===== src/hdl/emgwdc_pkg.sv =====
package emgwdc_pkg;

  // Frame geometry.
  localparam int unsigned NCH        = 8;
  localparam int unsigned MAG_W      = 8;
  localparam int unsigned MAG_MAX    = 128;
  localparam int unsigned SAMPLE_W   = 8;

  // Default window length in frames.
  localparam int unsigned WINDOW_DEF = 20;

  // Configuration port.
  localparam int unsigned CFG_IDX_W  = 2;
  localparam int unsigned CFG_W      = 10;

  localparam logic [CFG_IDX_W-1:0] REG_REST_THRESHOLD = 2'd0;
  localparam logic [CFG_IDX_W-1:0] REG_UP_GAIN        = 2'd1;
  localparam logic [CFG_IDX_W-1:0] REG_RIGHT_GAIN     = 2'd2;

  localparam logic [CFG_W-1:0] RESET_REST_THRESHOLD = 10'd5;
  localparam logic [CFG_W-1:0] RESET_UP_GAIN        = 10'd384;
  localparam logic [CFG_W-1:0] RESET_RIGHT_GAIN     = 10'd691;

  // Divider widths: the largest dividend is an 8 by 10 bit product, the
  // largest divisor is 1 + 128 + 128.
  localparam int unsigned DIV_W  = 18;
  localparam int unsigned DIVR_W = 9;

  // Width of the score sum and the rest limit.
  localparam int unsigned TOT_W  = 20;

  // Direction codes.
  localparam int unsigned DIR_W = 3;
  localparam logic [DIR_W-1:0] DIR_REST  = 3'd0;
  localparam logic [DIR_W-1:0] DIR_UP    = 3'd1;
  localparam logic [DIR_W-1:0] DIR_LEFT  = 3'd2;
  localparam logic [DIR_W-1:0] DIR_RIGHT = 3'd3;
  localparam logic [DIR_W-1:0] DIR_DOWN  = 3'd4;

  // Division operations. Codes below OP_UP are the channel means.
  typedef logic [3:0] op_t;
  localparam op_t OP_FIRST_MEAN = 4'd0;
  localparam op_t OP_LAST_MEAN  = 4'd7;
  localparam op_t OP_UP         = 4'd8;
  localparam op_t OP_RIGHT      = 4'd9;
  localparam op_t OP_LEFT       = 4'd10;
  localparam op_t OP_DOWN       = 4'd11;

  // Score slots, taken from the low bits of the operation code.
  localparam logic [1:0] SC_UP    = 2'd0;
  localparam logic [1:0] SC_RIGHT = 2'd1;
  localparam logic [1:0] SC_LEFT  = 2'd2;
  localparam logic [1:0] SC_DOWN  = 2'd3;

  typedef logic [NCH-1:0][MAG_W-1:0] frame_t;

  typedef struct packed {
    logic capture;
    logic fill;
    logic div_start;
    logic div_store;
    logic update;
    logic decide;
    op_t  op;
  } cmd_t;

  typedef struct packed {
    logic full;
    logic div_done;
    logic out_free;
  } sts_t;

  // Magnitude of a two's complement sample; the most negative value maps to 128.
  function automatic logic [MAG_W-1:0] rectify(input logic signed [SAMPLE_W-1:0] s);
    logic [MAG_W-1:0] u;
    u = s;
    if (u[MAG_W-1]) begin
      return ~u + 8'd1;
    end
    return u;
  endfunction

endpackage


===== src/hdl/emgwdc_ram.sv =====
module emgwdc_ram #(
  parameter int unsigned WIDTH = 64,
  parameter int unsigned DEPTH = 20
) (
  input  logic                     clk_i,
  input  logic                     we_i,
  input  logic [$clog2(DEPTH)-1:0] waddr_i,
  input  logic [WIDTH-1:0]         wdata_i,
  input  logic                     re_i,
  input  logic [$clog2(DEPTH)-1:0] raddr_i,
  output logic [WIDTH-1:0]         rdata_o
);

  logic [WIDTH-1:0] mem_q [DEPTH];
  logic [WIDTH-1:0] rdata_q;

  always_ff @(posedge clk_i) begin
    if (we_i) begin
      mem_q[waddr_i] <= wdata_i;
    end
    if (re_i) begin
      rdata_q <= mem_q[raddr_i];
    end
  end

  assign rdata_o = rdata_q;

endmodule


===== src/hdl/emgwdc_div.sv =====
module emgwdc_div (
  input  logic                           clk_i,
  input  logic                           rst_ni,
  input  logic                           start_i,
  input  logic [emgwdc_pkg::DIV_W-1:0]   num_i,
  input  logic [emgwdc_pkg::DIVR_W-1:0]  den_i,
  output logic                           busy_o,
  output logic                           done_o,
  output logic [emgwdc_pkg::DIV_W-1:0]   quo_o
);

  localparam int unsigned DW = emgwdc_pkg::DIV_W;
  localparam int unsigned RW = emgwdc_pkg::DIVR_W;
  localparam int unsigned CW = $clog2(DW);

  logic          busy_q, busy_d;
  logic          done_q, done_d;
  logic [CW-1:0] cnt_q, cnt_d;
  logic [DW-1:0] quo_q, quo_d;
  logic [RW-1:0] rem_q, rem_d;
  logic [RW-1:0] den_q, den_d;

  logic [RW:0]   shifted;
  logic [RW:0]   diff;
  logic          ge;

  // Restoring division, one quotient bit per cycle.
  assign shifted = {rem_q, quo_q[DW-1]};
  assign ge      = shifted >= {1'b0, den_q};
  assign diff    = shifted - {1'b0, den_q};

  always_comb begin
    busy_d = busy_q;
    done_d = 1'b0;
    cnt_d  = cnt_q;
    quo_d  = quo_q;
    rem_d  = rem_q;
    den_d  = den_q;
    if (start_i) begin
      busy_d = 1'b1;
      cnt_d  = '0;
      quo_d  = num_i;
      rem_d  = '0;
      den_d  = den_i;
    end else if (busy_q) begin
      rem_d = ge ? diff[RW-1:0] : shifted[RW-1:0];
      quo_d = {quo_q[DW-2:0], ge};
      cnt_d = cnt_q + 1'b1;
      if (cnt_q == CW'(DW - 1)) begin
        busy_d = 1'b0;
        done_d = 1'b1;
      end
    end
  end

  always_ff @(posedge clk_i or negedge rst_ni) begin
    if (!rst_ni) begin
      busy_q <= 1'b0;
      done_q <= 1'b0;
      cnt_q  <= '0;
    end else begin
      busy_q <= busy_d;
      done_q <= done_d;
      cnt_q  <= cnt_d;
    end
  end

  always_ff @(posedge clk_i) begin
    quo_q <= quo_d;
    rem_q <= rem_d;
    den_q <= den_d;
  end

  assign busy_o = busy_q;
  assign done_o = done_q;
  assign quo_o  = quo_q;

  a_rem_below_den: assert property (@(posedge clk_i) disable iff (!rst_ni)
    done_q |-> (rem_q < den_q))
    else $error("divider remainder not below divisor");

endmodule


===== src/hdl/emgwdc_ctrl.sv =====
module emgwdc_ctrl (
  input  logic              clk_i,
  input  logic              rst_ni,
  input  logic              in_valid_i,
  output logic              in_stall_o,
  input  emgwdc_pkg::sts_t  sts_i,
  output emgwdc_pkg::cmd_t  cmd_o
);

  typedef enum logic [6:0] {
    ST_IDLE     = 7'b0000001,
    ST_FILL     = 7'b0000010,
    ST_MEAN     = 7'b0000100,
    ST_DIV_GO   = 7'b0001000,
    ST_DIV_WAIT = 7'b0010000,
    ST_UPDATE   = 7'b0100000,
    ST_DECIDE   = 7'b1000000
  } ctrl_state_e;

  ctrl_state_e       state_q, state_d;
  emgwdc_pkg::op_t   op_q, op_d;

  always_comb begin
    state_d = state_q;
    op_d    = op_q;
    cmd_o   = '0;
    cmd_o.op = op_q;
    case (state_q)
      ST_IDLE: begin
        if (in_valid_i) begin
          cmd_o.capture = 1'b1;
          if (sts_i.full) begin
            op_d    = emgwdc_pkg::OP_FIRST_MEAN;
            state_d = ST_MEAN;
          end else begin
            state_d = ST_FILL;
          end
        end
      end
      ST_FILL: begin
        cmd_o.fill = 1'b1;
        state_d    = ST_IDLE;
      end
      ST_MEAN: begin
        // One channel mean is stored every cycle.
        cmd_o.div_store = 1'b1;
        if (op_q == emgwdc_pkg::OP_LAST_MEAN) begin
          state_d = ST_UPDATE;
        end else begin
          op_d = op_q + 1'b1;
        end
      end
      ST_DIV_GO: begin
        cmd_o.div_start = 1'b1;
        state_d         = ST_DIV_WAIT;
      end
      ST_DIV_WAIT: begin
        if (sts_i.div_done) begin
          cmd_o.div_store = 1'b1;
          if (op_q == emgwdc_pkg::OP_DOWN) begin
            state_d = ST_DECIDE;
          end else begin
            op_d    = op_q + 1'b1;
            state_d = ST_DIV_GO;
          end
        end
      end
      ST_UPDATE: begin
        cmd_o.update = 1'b1;
        op_d         = emgwdc_pkg::OP_UP;
        state_d      = ST_DIV_GO;
      end
      ST_DECIDE: begin
        if (sts_i.out_free) begin
          cmd_o.decide = 1'b1;
          state_d      = ST_IDLE;
        end
      end
      default: begin
        state_d = ST_IDLE;
      end
    endcase
  end

  always_ff @(posedge clk_i or negedge rst_ni) begin
    if (!rst_ni) begin
      state_q <= ST_IDLE;
      op_q    <= emgwdc_pkg::OP_FIRST_MEAN;
    end else begin
      state_q <= state_d;
      op_q    <= op_d;
    end
  end

  assign in_stall_o = (state_q != ST_IDLE);

endmodule


===== src/hdl/emgwdc_dp.sv =====
module emgwdc_dp #(
  parameter int unsigned WINDOW = emgwdc_pkg::WINDOW_DEF
) (
  input  logic                              clk_i,
  input  logic                              rst_ni,
  input  emgwdc_pkg::cmd_t                  cmd_i,
  output emgwdc_pkg::sts_t                  sts_o,
  input  emgwdc_pkg::frame_t                frame_i,
  input  logic                              cfg_valid_i,
  output logic                              cfg_ready_o,
  input  logic [emgwdc_pkg::CFG_IDX_W-1:0]  cfg_index_i,
  input  logic [emgwdc_pkg::CFG_W-1:0]      cfg_data_i,
  output logic                              out_valid_o,
  input  logic                              out_stall_i,
  output logic [emgwdc_pkg::DIR_W-1:0]      direction_o,
  output logic                              decided_o
);

  localparam int unsigned NCH    = emgwdc_pkg::NCH;
  localparam int unsigned MAG_W  = emgwdc_pkg::MAG_W;
  localparam int unsigned DW     = emgwdc_pkg::DIV_W;
  localparam int unsigned RW     = emgwdc_pkg::DIVR_W;
  localparam int unsigned TW     = emgwdc_pkg::TOT_W;
  localparam int unsigned CW     = emgwdc_pkg::CFG_W;
  localparam int unsigned DRW    = emgwdc_pkg::DIR_W;
  localparam int unsigned AW     = $clog2(WINDOW);
  localparam int unsigned CNT_W  = $clog2(WINDOW + 1);
  localparam int unsigned SUM_W  = $clog2(WINDOW * emgwdc_pkg::MAG_MAX + 1);

  // Floor division by the window length as a reciprocal multiplication. With
  // the shift at SUM_W plus the bits of WINDOW and the reciprocal rounded up,
  // the quotient is exact for every sum the window can hold.
  localparam int unsigned MEAN_SH = SUM_W + AW;
  localparam int unsigned RCP_W   = MEAN_SH + 1;
  localparam logic [RCP_W-1:0] MEAN_RECIP = RCP_W'(((1 << MEAN_SH) + WINDOW - 1) / WINDOW);

  // Configuration registers.
  logic [CW-1:0] thr_q, up_gain_q, right_gain_q;

  // Frame under work, window bookkeeping and per-channel sums.
  emgwdc_pkg::frame_t frame_q;
  emgwdc_pkg::frame_t old_frame;
  logic [AW-1:0]      head_q;
  logic [CNT_W-1:0]   fill_q;
  logic [SUM_W-1:0]   sum_q [NCH];
  logic [SUM_W-1:0]   sum_d [NCH];
  logic [MAG_W-1:0]   m_q   [NCH];
  logic [DW-1:0]      score_q [4];
  logic               full;

  // Channel mean of the channel named by the operation code.
  logic [SUM_W-1:0]       mean_sum;
  logic [SUM_W+RCP_W-1:0] mean_prod;
  logic [MAG_W-1:0]       mean_val;

  // Divider operands.
  logic [DW-1:0]      div_num;
  logic [RW-1:0]      div_den;
  logic [DW-1:0]      div_quo;
  logic               div_busy;
  logic               div_done;
  logic [RW-1:0]      mw    [NCH];

  // Decision.
  logic [TW-1:0]      up_s, right_s, left_s, down_s, total, limit;
  logic [DRW-1:0]     dir_d;
  logic               decided_d;
  logic [DRW-1:0]     last_dir_q;
  logic               out_valid_q;
  logic [DRW-1:0]     dir_q;
  logic               decided_q;

  assign full = (fill_q == CNT_W'(WINDOW));

  // Configuration writes; indexes beyond the list are dropped.
  assign cfg_ready_o = 1'b1;

  always_ff @(posedge clk_i or negedge rst_ni) begin
    if (!rst_ni) begin
      thr_q        <= emgwdc_pkg::RESET_REST_THRESHOLD;
      up_gain_q    <= emgwdc_pkg::RESET_UP_GAIN;
      right_gain_q <= emgwdc_pkg::RESET_RIGHT_GAIN;
    end else if (cfg_valid_i) begin
      case (cfg_index_i)
        emgwdc_pkg::REG_REST_THRESHOLD: thr_q        <= cfg_data_i;
        emgwdc_pkg::REG_UP_GAIN:        up_gain_q    <= cfg_data_i;
        emgwdc_pkg::REG_RIGHT_GAIN:     right_gain_q <= cfg_data_i;
        default: begin
        end
      endcase
    end
  end

  // Window store. The read of the oldest frame is issued with the capture
  // and its data holds until the update.
  emgwdc_ram #(
    .WIDTH ($bits(emgwdc_pkg::frame_t)),
    .DEPTH (WINDOW)
  ) u_window (
    .clk_i   (clk_i),
    .we_i    (cmd_i.fill | cmd_i.update),
    .waddr_i (cmd_i.fill ? fill_q[AW-1:0] : head_q),
    .wdata_i (frame_q),
    .re_i    (cmd_i.capture),
    .raddr_i (head_q),
    .rdata_o (old_frame)
  );

  always_ff @(posedge clk_i) begin
    if (cmd_i.capture) begin
      frame_q <= frame_i;
    end
  end

  always_comb begin
    for (int c = 0; c < NCH; c++) begin
      sum_d[c] = sum_q[c];
      if (cmd_i.fill) begin
        sum_d[c] = sum_q[c] + SUM_W'(frame_q[c]);
      end else if (cmd_i.update) begin
        sum_d[c] = sum_q[c] - SUM_W'(old_frame[c]) + SUM_W'(frame_q[c]);
      end
    end
  end

  always_ff @(posedge clk_i or negedge rst_ni) begin
    if (!rst_ni) begin
      head_q <= '0;
      fill_q <= '0;
      for (int c = 0; c < NCH; c++) begin
        sum_q[c] <= '0;
      end
    end else begin
      for (int c = 0; c < NCH; c++) begin
        sum_q[c] <= sum_d[c];
      end
      if (cmd_i.fill) begin
        fill_q <= fill_q + 1'b1;
      end
      if (cmd_i.update) begin
        head_q <= (head_q == AW'(WINDOW - 1)) ? '0 : head_q + 1'b1;
      end
    end
  end

  assign mean_sum  = sum_q[cmd_i.op[2:0]];
  assign mean_prod = {{RCP_W{1'b0}}, mean_sum} * {{SUM_W{1'b0}}, MEAN_RECIP};
  assign mean_val  = mean_prod[MEAN_SH +: MAG_W];

  // Operand selection for the shared divider.
  always_comb begin
    for (int c = 0; c < NCH; c++) begin
      mw[c] = RW'(m_q[c]);
    end
    case (cmd_i.op)
      emgwdc_pkg::OP_UP: begin
        div_num = DW'(m_q[4]) * DW'(up_gain_q);
        div_den = RW'(1) + mw[1] + mw[7];
      end
      emgwdc_pkg::OP_RIGHT: begin
        div_num = DW'(m_q[3]) * DW'(right_gain_q);
        div_den = RW'(1) + mw[7] + mw[1];
      end
      emgwdc_pkg::OP_LEFT: begin
        div_num = DW'(mw[0] + mw[7]);
        div_den = RW'(1) + mw[5];
      end
      emgwdc_pkg::OP_DOWN: begin
        div_num = DW'({1'b0, mw[0]} + {1'b0, mw[1]} + {1'b0, mw[2]});
        div_den = RW'(1) + mw[5] + mw[6];
      end
      default: begin
        div_num = '0;
        div_den = RW'(1);
      end
    endcase
  end

  emgwdc_div u_div (
    .clk_i   (clk_i),
    .rst_ni  (rst_ni),
    .start_i (cmd_i.div_start),
    .num_i   (div_num),
    .den_i   (div_den),
    .busy_o  (div_busy),
    .done_o  (div_done),
    .quo_o   (div_quo)
  );

  always_ff @(posedge clk_i) begin
    if (cmd_i.div_store) begin
      if (cmd_i.op[3]) begin
        score_q[cmd_i.op[1:0]] <= div_quo;
      end else begin
        m_q[cmd_i.op[2:0]] <= mean_val;
      end
    end
  end

  // Scores in Q.8; the integer quotients move up by eight bits.
  assign up_s    = TW'(score_q[emgwdc_pkg::SC_UP]);
  assign right_s = TW'(score_q[emgwdc_pkg::SC_RIGHT]);
  assign left_s  = {score_q[emgwdc_pkg::SC_LEFT][TW-9:0], 8'h00};
  assign down_s  = {score_q[emgwdc_pkg::SC_DOWN][TW-9:0], 8'h00};
  assign total   = up_s + right_s + left_s + down_s;
  assign limit   = TW'({thr_q, 8'h00});

  always_comb begin
    decided_d = 1'b1;
    if (total <= limit) begin
      dir_d = emgwdc_pkg::DIR_REST;
    end else if (up_s > right_s && up_s > left_s && up_s > down_s) begin
      dir_d = emgwdc_pkg::DIR_UP;
    end else if (left_s > right_s && left_s > up_s && left_s > down_s) begin
      dir_d = emgwdc_pkg::DIR_LEFT;
    end else if (right_s > left_s && right_s > up_s && right_s > down_s) begin
      dir_d = emgwdc_pkg::DIR_RIGHT;
    end else if (down_s > right_s && down_s > left_s && down_s > up_s) begin
      dir_d = emgwdc_pkg::DIR_DOWN;
    end else begin
      dir_d     = last_dir_q;
      decided_d = 1'b0;
    end
  end

  always_ff @(posedge clk_i or negedge rst_ni) begin
    if (!rst_ni) begin
      out_valid_q <= 1'b0;
      last_dir_q  <= emgwdc_pkg::DIR_REST;
    end else begin
      if (cmd_i.decide) begin
        out_valid_q <= 1'b1;
        last_dir_q  <= dir_d;
      end else if (!out_stall_i) begin
        out_valid_q <= 1'b0;
      end
    end
  end

  always_ff @(posedge clk_i) begin
    if (cmd_i.decide) begin
      dir_q     <= dir_d;
      decided_q <= decided_d;
    end
  end

  assign out_valid_o = out_valid_q;
  assign direction_o = dir_q;
  assign decided_o   = decided_q;

  assign sts_o.full     = full;
  assign sts_o.div_done = div_done;
  assign sts_o.out_free = !out_valid_q || !out_stall_i;

  a_start_when_idle: assert property (@(posedge clk_i) disable iff (!rst_ni)
    cmd_i.div_start |-> !div_busy)
    else $error("divider started while busy");

  a_decide_output_free: assert property (@(posedge clk_i) disable iff (!rst_ni)
    cmd_i.decide |-> (!out_valid_q || !out_stall_i))
    else $error("result overwrote a pending result");

  a_update_full_window: assert property (@(posedge clk_i) disable iff (!rst_ni)
    (cmd_i.update |-> full) and (cmd_i.fill |-> !full))
    else $error("window update and fill out of order");

endmodule


===== src/hdl/emg_window_direction_classifier.sv =====
// Channel   Direction  Handshake             Payload
// in        input      in_valid_i/in_stall_o  sample_ch0_i .. sample_ch7_i
// out       output     out_valid_o/out_stall_i direction_o, decided_o
// cfg       input      cfg_valid_i/cfg_ready_o cfg_index_i, cfg_data_i
//
// A request that only fills the window is captured and then written into the
// window store. Every later request runs from acceptance until its result is
// registered through eight channel means at one a cycle by reciprocal
// multiplication, the window update, four score divisions in turn through one
// shared divider that retires one quotient bit a cycle, and the decision.
// Reset is asynchronous and active low; it clears the fill count, the head
// pointer, the channel sums, the last direction and the registers to their
// defaults. The window store itself is not cleared; the fill count keeps it
// from being read before it is written. A result waits in the output register
// while out_stall_i is high; the next input request is still taken and is
// held back only when its own result is ready and the register is full.
module emg_window_direction_classifier #(
  parameter int unsigned WINDOW = emgwdc_pkg::WINDOW_DEF
) (
  input  logic                              clk_i,
  input  logic                              rst_ni,

  input  logic                              in_valid_i,
  output logic                              in_stall_o,
  input  logic signed [emgwdc_pkg::SAMPLE_W-1:0] sample_ch0_i,
  input  logic signed [emgwdc_pkg::SAMPLE_W-1:0] sample_ch1_i,
  input  logic signed [emgwdc_pkg::SAMPLE_W-1:0] sample_ch2_i,
  input  logic signed [emgwdc_pkg::SAMPLE_W-1:0] sample_ch3_i,
  input  logic signed [emgwdc_pkg::SAMPLE_W-1:0] sample_ch4_i,
  input  logic signed [emgwdc_pkg::SAMPLE_W-1:0] sample_ch5_i,
  input  logic signed [emgwdc_pkg::SAMPLE_W-1:0] sample_ch6_i,
  input  logic signed [emgwdc_pkg::SAMPLE_W-1:0] sample_ch7_i,

  output logic                              out_valid_o,
  input  logic                              out_stall_i,
  output logic [emgwdc_pkg::DIR_W-1:0]      direction_o,
  output logic                              decided_o,

  input  logic                              cfg_valid_i,
  output logic                              cfg_ready_o,
  input  logic [emgwdc_pkg::CFG_IDX_W-1:0]  cfg_index_i,
  input  logic [emgwdc_pkg::CFG_W-1:0]      cfg_data_i
);

  // The rectified frame is what the window keeps. Each magnitude fits in
  // eight unsigned bits, including 128 from the most negative sample.
  emgwdc_pkg::frame_t frame;
  emgwdc_pkg::cmd_t   cmd;
  emgwdc_pkg::sts_t   sts;

  assign frame[0] = emgwdc_pkg::rectify(sample_ch0_i);
  assign frame[1] = emgwdc_pkg::rectify(sample_ch1_i);
  assign frame[2] = emgwdc_pkg::rectify(sample_ch2_i);
  assign frame[3] = emgwdc_pkg::rectify(sample_ch3_i);
  assign frame[4] = emgwdc_pkg::rectify(sample_ch4_i);
  assign frame[5] = emgwdc_pkg::rectify(sample_ch5_i);
  assign frame[6] = emgwdc_pkg::rectify(sample_ch6_i);
  assign frame[7] = emgwdc_pkg::rectify(sample_ch7_i);

  // The controller sequences fill, the eight means, the window update, the
  // four scores and the decision; the datapath holds the window, the sums, the scores and the registers.
  emgwdc_ctrl u_ctrl (
    .clk_i      (clk_i),
    .rst_ni     (rst_ni),
    .in_valid_i (in_valid_i),
    .in_stall_o (in_stall_o),
    .sts_i      (sts),
    .cmd_o      (cmd)
  );

  emgwdc_dp #(
    .WINDOW (WINDOW)
  ) u_dp (
    .clk_i       (clk_i),
    .rst_ni      (rst_ni),
    .cmd_i       (cmd),
    .sts_o       (sts),
    .frame_i     (frame),
    .cfg_valid_i (cfg_valid_i),
    .cfg_ready_o (cfg_ready_o),
    .cfg_index_i (cfg_index_i),
    .cfg_data_i  (cfg_data_i),
    .out_valid_o (out_valid_o),
    .out_stall_i (out_stall_i),
    .direction_o (direction_o),
    .decided_o   (decided_o)
  );

endmodule


===== config.mk =====
export PLATFORM = sky130hd
export DESIGN_NAME = emg_window_direction_classifier
export DESIGN_NICKNAME = d
export VERILOG_FILES = /design/src/hdl/emgwdc_pkg.sv /design/src/hdl/emgwdc_ram.sv /design/src/hdl/emgwdc_div.sv /design/src/hdl/emgwdc_ctrl.sv /design/src/hdl/emgwdc_dp.sv /design/src/hdl/emg_window_direction_classifier.sv
export SDC_FILE = /design/constraint.sdc
export NUM_CORES = 2
export LEC_CHECK = 0
export ABC_CLOCK_PERIOD_IN_PS = 14600
export BUFFER_PORTS_ARGS = -buffer_cell sky130_fd_sc_hd__buf_4
export CAP_MARGIN = 20
export CELL_PAD_IN_SITES_DETAIL_PLACEMENT = 1
export CELL_PAD_IN_SITES_GLOBAL_PLACEMENT = 1
export CORE_ASPECT_RATIO = 1.4
export CORE_MARGIN = 2
export CORE_UTILIZATION = 45
export DETAILED_ROUTE_END_ITERATION = 10
export PLACE_DENSITY = 0.71
export SLEW_MARGIN = 20
export SYNTH_ARGS = -nofsm -noshare
export SYNTH_HDL_FRONTEND = slang
export SYNTH_HIERARCHICAL = 1
export SYNTH_SLANG_ARGS = --single-unit

===== constraint.sdc =====
create_clock -name clk_i -period 14.6 [get_ports clk_i]
set_input_delay 2.19 -clock clk_i [delete_from_list [all_inputs] [get_ports clk_i]]
set_output_delay 2.19 -clock clk_i [all_outputs]
set_load 0.005 [all_outputs]

# Word-level counts from Yosys, hierarchy flattened
# Memories as Yosys holds them, arrays and structs flattened. A register that Yosys moved wholly into a read port is not among the register bits.
# Cells that the tools add are included.
# word_totals
register_bits,262
mem_bits_rw,1416
in_bits,81
out_inout_bits,7
word_cells,256
mem_count,3
# memory_table
memory,depth,word_bits,rd,rd_clocked_by_memory_dff,write_ports,line_no,source
u_dp.u_window.mem_q,20,64,1,1,1,emgwdc_ram.sv:14,logic [WIDTH-1:0] mem_q [DEPTH];
u_dp.score_q,4,18,4,0,1,emgwdc_dp.sv:48,logic [DW-1:0] score_q [4];
u_dp.m_q,8,8,8,0,1,emgwdc_dp.sv:47,logic [MAG_W-1:0] m_q [NCH];
# op_classes
addsub,49
multipliers,3
magnitude_cmp,15
eq_ne,26
muxes,96
n_bitwise,10
reduce_logical,21
# op_table
operator,count
$mux 12,18
$add 12x8->12,16
$mux 8,16
$sub 12x8->12,8
$gt 18x20->1,4
$gt 20x18->1,4
$pmux 18 s4,1
$add 8x1->8 const B,8
$not 8->8,8
$pmux 7 s6,1
$add 20x20->20,2
$gt 20x20->1,2
$bmux 12 s3,1
$gt 18x18->1,2
$mul 8x10->18,2
$mux 18,2
$pmux 9 s4,1
$mux 7,5
$mux 1,33
$add 1x8->9 const A,3
$add 9x8->9,3
$mul 12x12->24 const B,1
$le 20x18->1,1
$mux 4,5
40 further kinds,73

# Longest topological paths before layout
# An unclocked memory read counts as a cell.
# depth
word_depth,9
mapped_depth,25
depth_no_buf,23

# Cells and area by module
# Netlist, hierarchy kept.
# by_module_without_submodules
module,n_inst,cells_per_inst,area_per_inst_um2,seq_area_each_um2
emgwdc_ram,1,2682,51076.5,40358.7
emgwdc_dp,1,3499,33982.6,9281.4
emgwdc_div,1,178,2208.4,1166.1
emg_window_direction_classifier,1,159,1113.6,0.0
emgwdc_ctrl,1,80,772.0,276.5

# Worst setup path after synthesis
# OpenSTA, ideal clock, no wires.
# synth_timing
path_kind,flip-flop to flip-flop
startpoint,register u_ctrl.op_q[0]
endpoint,"memory u_dp.m_q[0][7], data pin"
setup_ps,231
arrival_ps,6733
t_required_ps,14369
setup_slack_ps,7636
path_stages_with_launch,25
path_buffers,2
synth_period_minus_slack_ps,6964
path_cell_list,dfrtp_1 buf_2 buf_1 mux4_2 nand2_1 o21ai_0 ha_1 inv_1 fa_1 inv_1 fa_1 fa_1 inv_1 fa_1 inv_1 ha_1 and4_1 o211a_1 a211oi_1 o21ai_0 o211ai_1 a21boi_0 o21a_1 nor2_1 xnor2_1
# synth_between
elab_chain_cells,5
# synth_lines
element,line_no,source
start: declaration,emgwdc_ctrl.sv:21,"emgwdc_pkg::op_t op_q, op_d;"
start signal: assignment,emgwdc_ctrl.sv:88,op_q <= emgwdc_pkg::OP_FIRST_MEAN;
start signal: assignment,emgwdc_ctrl.sv:91,op_q <= op_d;
$not 3->4 (not written as such),emgwdc_dp.sv:146,assign mean_sum = sum_q[cmd_i.op[2:0]];
$bmux 12 s3,emgwdc_dp.sv:146,
$mux 12 (not written as such) (2 in series),emgwdc_dp.sv:146,
$mul 12x12->24,emgwdc_dp.sv:147,"assign mean_prod = {{RCP_W{1'b0}}, mean_sum} * {{SUM_W{1'b0}}, MEAN_RECIP};"
net u_dp.mean_prod[24],emgwdc_dp.sv:53,logic [SUM_W+RCP_W-1:0] mean_prod;
end: declaration,emgwdc_dp.sv:47,
# The timed path passes the listed nets, and every way through them passes these cells. The select of a mux whose other input is x is not followed.

# Final worst setup path
# layout_timing
startpoint,register u_ctrl.op_q[0]
endpoint,"memory u_dp.m_q[1][7], data pin"
# Same word-level chain as after synthesis.

==> results.json <==
{
  "cts_setup_buffers": 0,
  "synthTopCellsByArea": "edfxtp_1, ha_1, mux2i_1",
  "die_height_um": 531,
  "drcViolationCount": 0,
  "critPathCapture": "u_dp/m_q[1][7]",
  "min-delay-start": "u_dp/u_div/rem_q[8]",
  "reg2reg_from": "u_ctrl/op_q[0]",
  "setup_viol": 0,
  "critPathMaxFanout": 23,
  "clock_path_buffers": 4,
  "ys_warn_count": 6,
  "rsz0062_at_grt": "false",
  "power_density_nw_per_um2": 209,
  "die_w_um": 380,
  "timing.rr.end": "u_dp/m_q[1][7]",
  "drive_above_1_share_pct": 11.3,
  "synth_top_area_share_pct": 52.6,
  "cap_violations": 0,
  "synthFlopType": "edfxtp_1",
  "portBuffers": 86,
  "synth_cells": 6598,
  "drt_iter0_markers": 3405,
  "numCtsBuffers": 178,
  "yosysMostFrequentCell": "edfxtp_1",
  "path_cells": "mux4_2 -> o21ai_0 -> ha_1 -> xor2_1 -> ha_1 -> a21o_1 -> fa_1 -> fa_1 -> inv_1 -> fa_1 -> inv_1 -> ha_1 -> and4_1 -> a21o_1 -> a211oi_1 -> o21ai_0 -> o211ai_1 -> a21boi_0 -> o21a_1 -> nor2_1 -> xnor2_1",
  "yosysSeqAreaShare_pct": 57.3,
  "grt_pass1_wl_um": 372000,
  "synth_nets": 7427,
  "synth_area_per_cell_um2": 13.5,
  "synth_cell_types": 97,
  "reg2reg_depth": 21,
  "synth-edff-count": 1563,
  "fin_total_pwr_uw": 20700,
  "place_congestion": 0.867,
  "finalHoldViolCount": 0,
  "slew_headroom_pct": 24.2,
  "critPathKind": "reg2reg",
  "crit_start": "u_ctrl/op_q[0]",
  "rrSetupSlack_ns": 6.58,
  "fin_setup_tns_ns": 0,
  "viasPerCell": 5.74,
  "antenna_found_initial": 5,
  "grt_max_degree": 136,
  "synthTopCellsByCount": "edfxtp_1, inv_1, ha_1",
  "async_reset_ff_share_pct": 9.13,
  "area_delta_synth_final_pct": 11.1,
  "worst_setup_path_start_kind": "flop",
  "synth_top_area_cell": "edfxtp_1",
  "dp_hpwl_um": 164000,
  "gr-total-overflow": 0,
  "ioPinCount": 88,
  "cts_tree": "yes",
  "num_vias": 54798,
  "slowest_stage": "dfrtp_4",
  "end_kind": "flop",
  "holdCritPathClass": "reg2reg",
  "worst_slew_pin_slew_ns": 1.13,
  "num_rows": 193,
  "nets": 7603,
  "cp_slowest_stage_delay_ns": 0.74,
  "start_util_pct": 45.2,
  "coreArea_um2": 197000,
  "ant_nets": 0,
  "ctsHoldBuffers": 0,
  "totalWireLength_um": 247000,
  "root_buffer": "clkbuf_16",
  "grt_pass1_vias": 59870,
  "drv_slew": 0,
  "fin_crit_sh_pct": 54.9,
  "netlist_area_um2": 89200,
  "holdWs_ns": 0.468,
  "vdd_drop_max_mv": 0.546,
  "first_pass_iters": 5,
  "htreeDepth": 4,
  "fill_cells": 19682,
  "final.min_clock_period_ns": 8.02,
  "grt_usage_pct": 24.5,
  "clk_latency_ns": 0.86,
  "dieArea_um2": 202000,
  "arrival_ns": 8.56,
  "worst_ep_required_time_ns": 15.14,
  "fin_worst_skew_ns": 0.0578,
  "wl_per_cell_um": 25.9,
  "ys_seq_elements": 1730,
  "max_freq_ghz": 0.125,
  "clk_pin_slew_ns": 0.06,
  "cts_resized": 0,
  "power_leakage_uw": 0.0364,
  "clock_sinks": 1730,
  "status": "finished clean"
}
[flip-flops by register name, summed over array words and instances, names as in the netlist, 3 cells and up]
| signal | flops |
|---|---|
| u_dp/u_div/quo_o | 18 |
| u_dp/score_q | 60 |
| u_dp/up_gain_q | 10 |
| u_dp/right_gain_q | 10 |
| u_dp/sum_q | 96 |
| u_dp/last_dir_q | 3 |
| u_dp/m_q | 64 |
| u_ctrl/state_q | 7 |
| u_dp/u_div/cnt_q | 5 |
| u_dp/u_window/mem_q | 1280 |
| u_ctrl/op_q | 4 |
| u_dp/direction_o | 3 |
| u_dp/u_div/den_q | 9 |
| u_dp/fill_q | 5 |
| u_dp/u_window/rdata_o | 64 |
| u_dp/frame_q | 64 |
| u_dp/u_div/rem_q | 9 |
| u_dp/thr_q | 10 |
| u_dp/head_q | 5 |
[final cells by class]
cell class	count	area, um2	area share, %
diodes	1	2.50	0.00253
clock buffers	208	4620	4.66
clock inverters	109	1170	1.18
inverters	679	2550	2.57
multi-input cells	3975	34700	35.0
flip-flops and latches	1730	51100	51.6
well taps	2632	3290	3.32
repair buffers	210	1650	1.67
[cell families after synthesis]
group,count (synthesis),synth area share [%]
buf+inv,893,4.04
simple gates,1250,6.85
fa+ha+maj,748,12.5
flops,1730,57.3
xor+xnor,257,2.52
other cells,1,0.00421
mux,698,9.29
compound gates,1021,7.47
[where the power goes]
group          internal [uW]  switching, uW  total (uW)
Sequential              6740            348        7080
Combinational           3450           5550        9000
Clock                   2630           1970        4600
Total                  12800           7860       20700
[critical path: cells and delay by family (launching register included)]
| kind | cells | cell delay [ns] |
|---|---|---|
| fa+ha+maj | 6 | 2.55 |
| flops | 1 | 0.74 |
| xor+xnor | 2 | 0.49 |
| buf+inv | 2 | 0.11 |
| simple gates | 2 | 0.36 |
| mux | 1 | 0.65 |
| compound gates | 8 | 2.82 |
[layout by cell type, fill, tap and decap left out, types with 26 or more instances in the layout]
cell type  count
a211oi_1      80
a21o_1        84
a21oi_1      320
a22oi_1       67
a31oi_1       28
and2_1       127
buf_4        204
clkbuf_1      26
clkbuf_16    179
clkinv_2      34
dfrtp_1      143
edfxtp_1    1563
fa_1         239
ha_1         509
inv_1        675
mux2_2        99
mux2i_1      505
mux4_2        94
nand2_1      339
nand2b_1      32
nand3_1      168
nand4_1       31
nor2_1       282
nor2b_1       51
nor3_1        70
o211ai_1      26
o21ai_0      143
o21bai_1      40
o22ai_1       78
o31ai_1       27
xnor2_1      174
xor2_1        83
[per-stage QoR]
stage          std cells  worst slack (ns)  instance area [um2]  util (%)
4_1_cts             9543              6.54                99100      50.2
3_5_place_dp        9226              6.55                93300      47.3
2_1_floorplan       6598              7.64                89200         -
5_1_grt             9544              6.17                99100      50.2
6_report            9544              6.58                99100      50.2
3_3_place_gp        9225              6.65                93300      47.3
[how the worst min path moves through the flow]
| stage | end | slack [ns] | cells after the start |
|---|---|---|---|
| 6_report | u_dp/u_div/rem_q[8] | 0.47 | 2 |
| 5_1_grt | u_dp/sum_q[95] | 0.49 | 1 |
| 4_1_cts | u_dp/sum_q[23] | 0.47 | 1 |
| 3_5_place_dp | u_dp/u_div/rem_q[8] | 0.46 | 2 |
| 3_3_place_gp | u_dp/u_div/rem_q[8] | 0.44 | 2 |
| 2_1_floorplan | u_dp/u_div/rem_q[8] | 0.43 | 2 |
[metal layers]
| layer | vias up | part of all wire [%] | global-route usage, % |
|---|---|---|---|
| met1 | 28566 | 38 | 28.1 |
| li1 | 24419 | - | - |
| met3 | 540 | 3.6 | 2.59 |
| met4 | 2 | 5.2 | 11.9 |
| met5 | - | 0.0036 | 0 |
| met2 | 1271 | 53 | 45.5 |
Power figures use the tool's default switching activity.
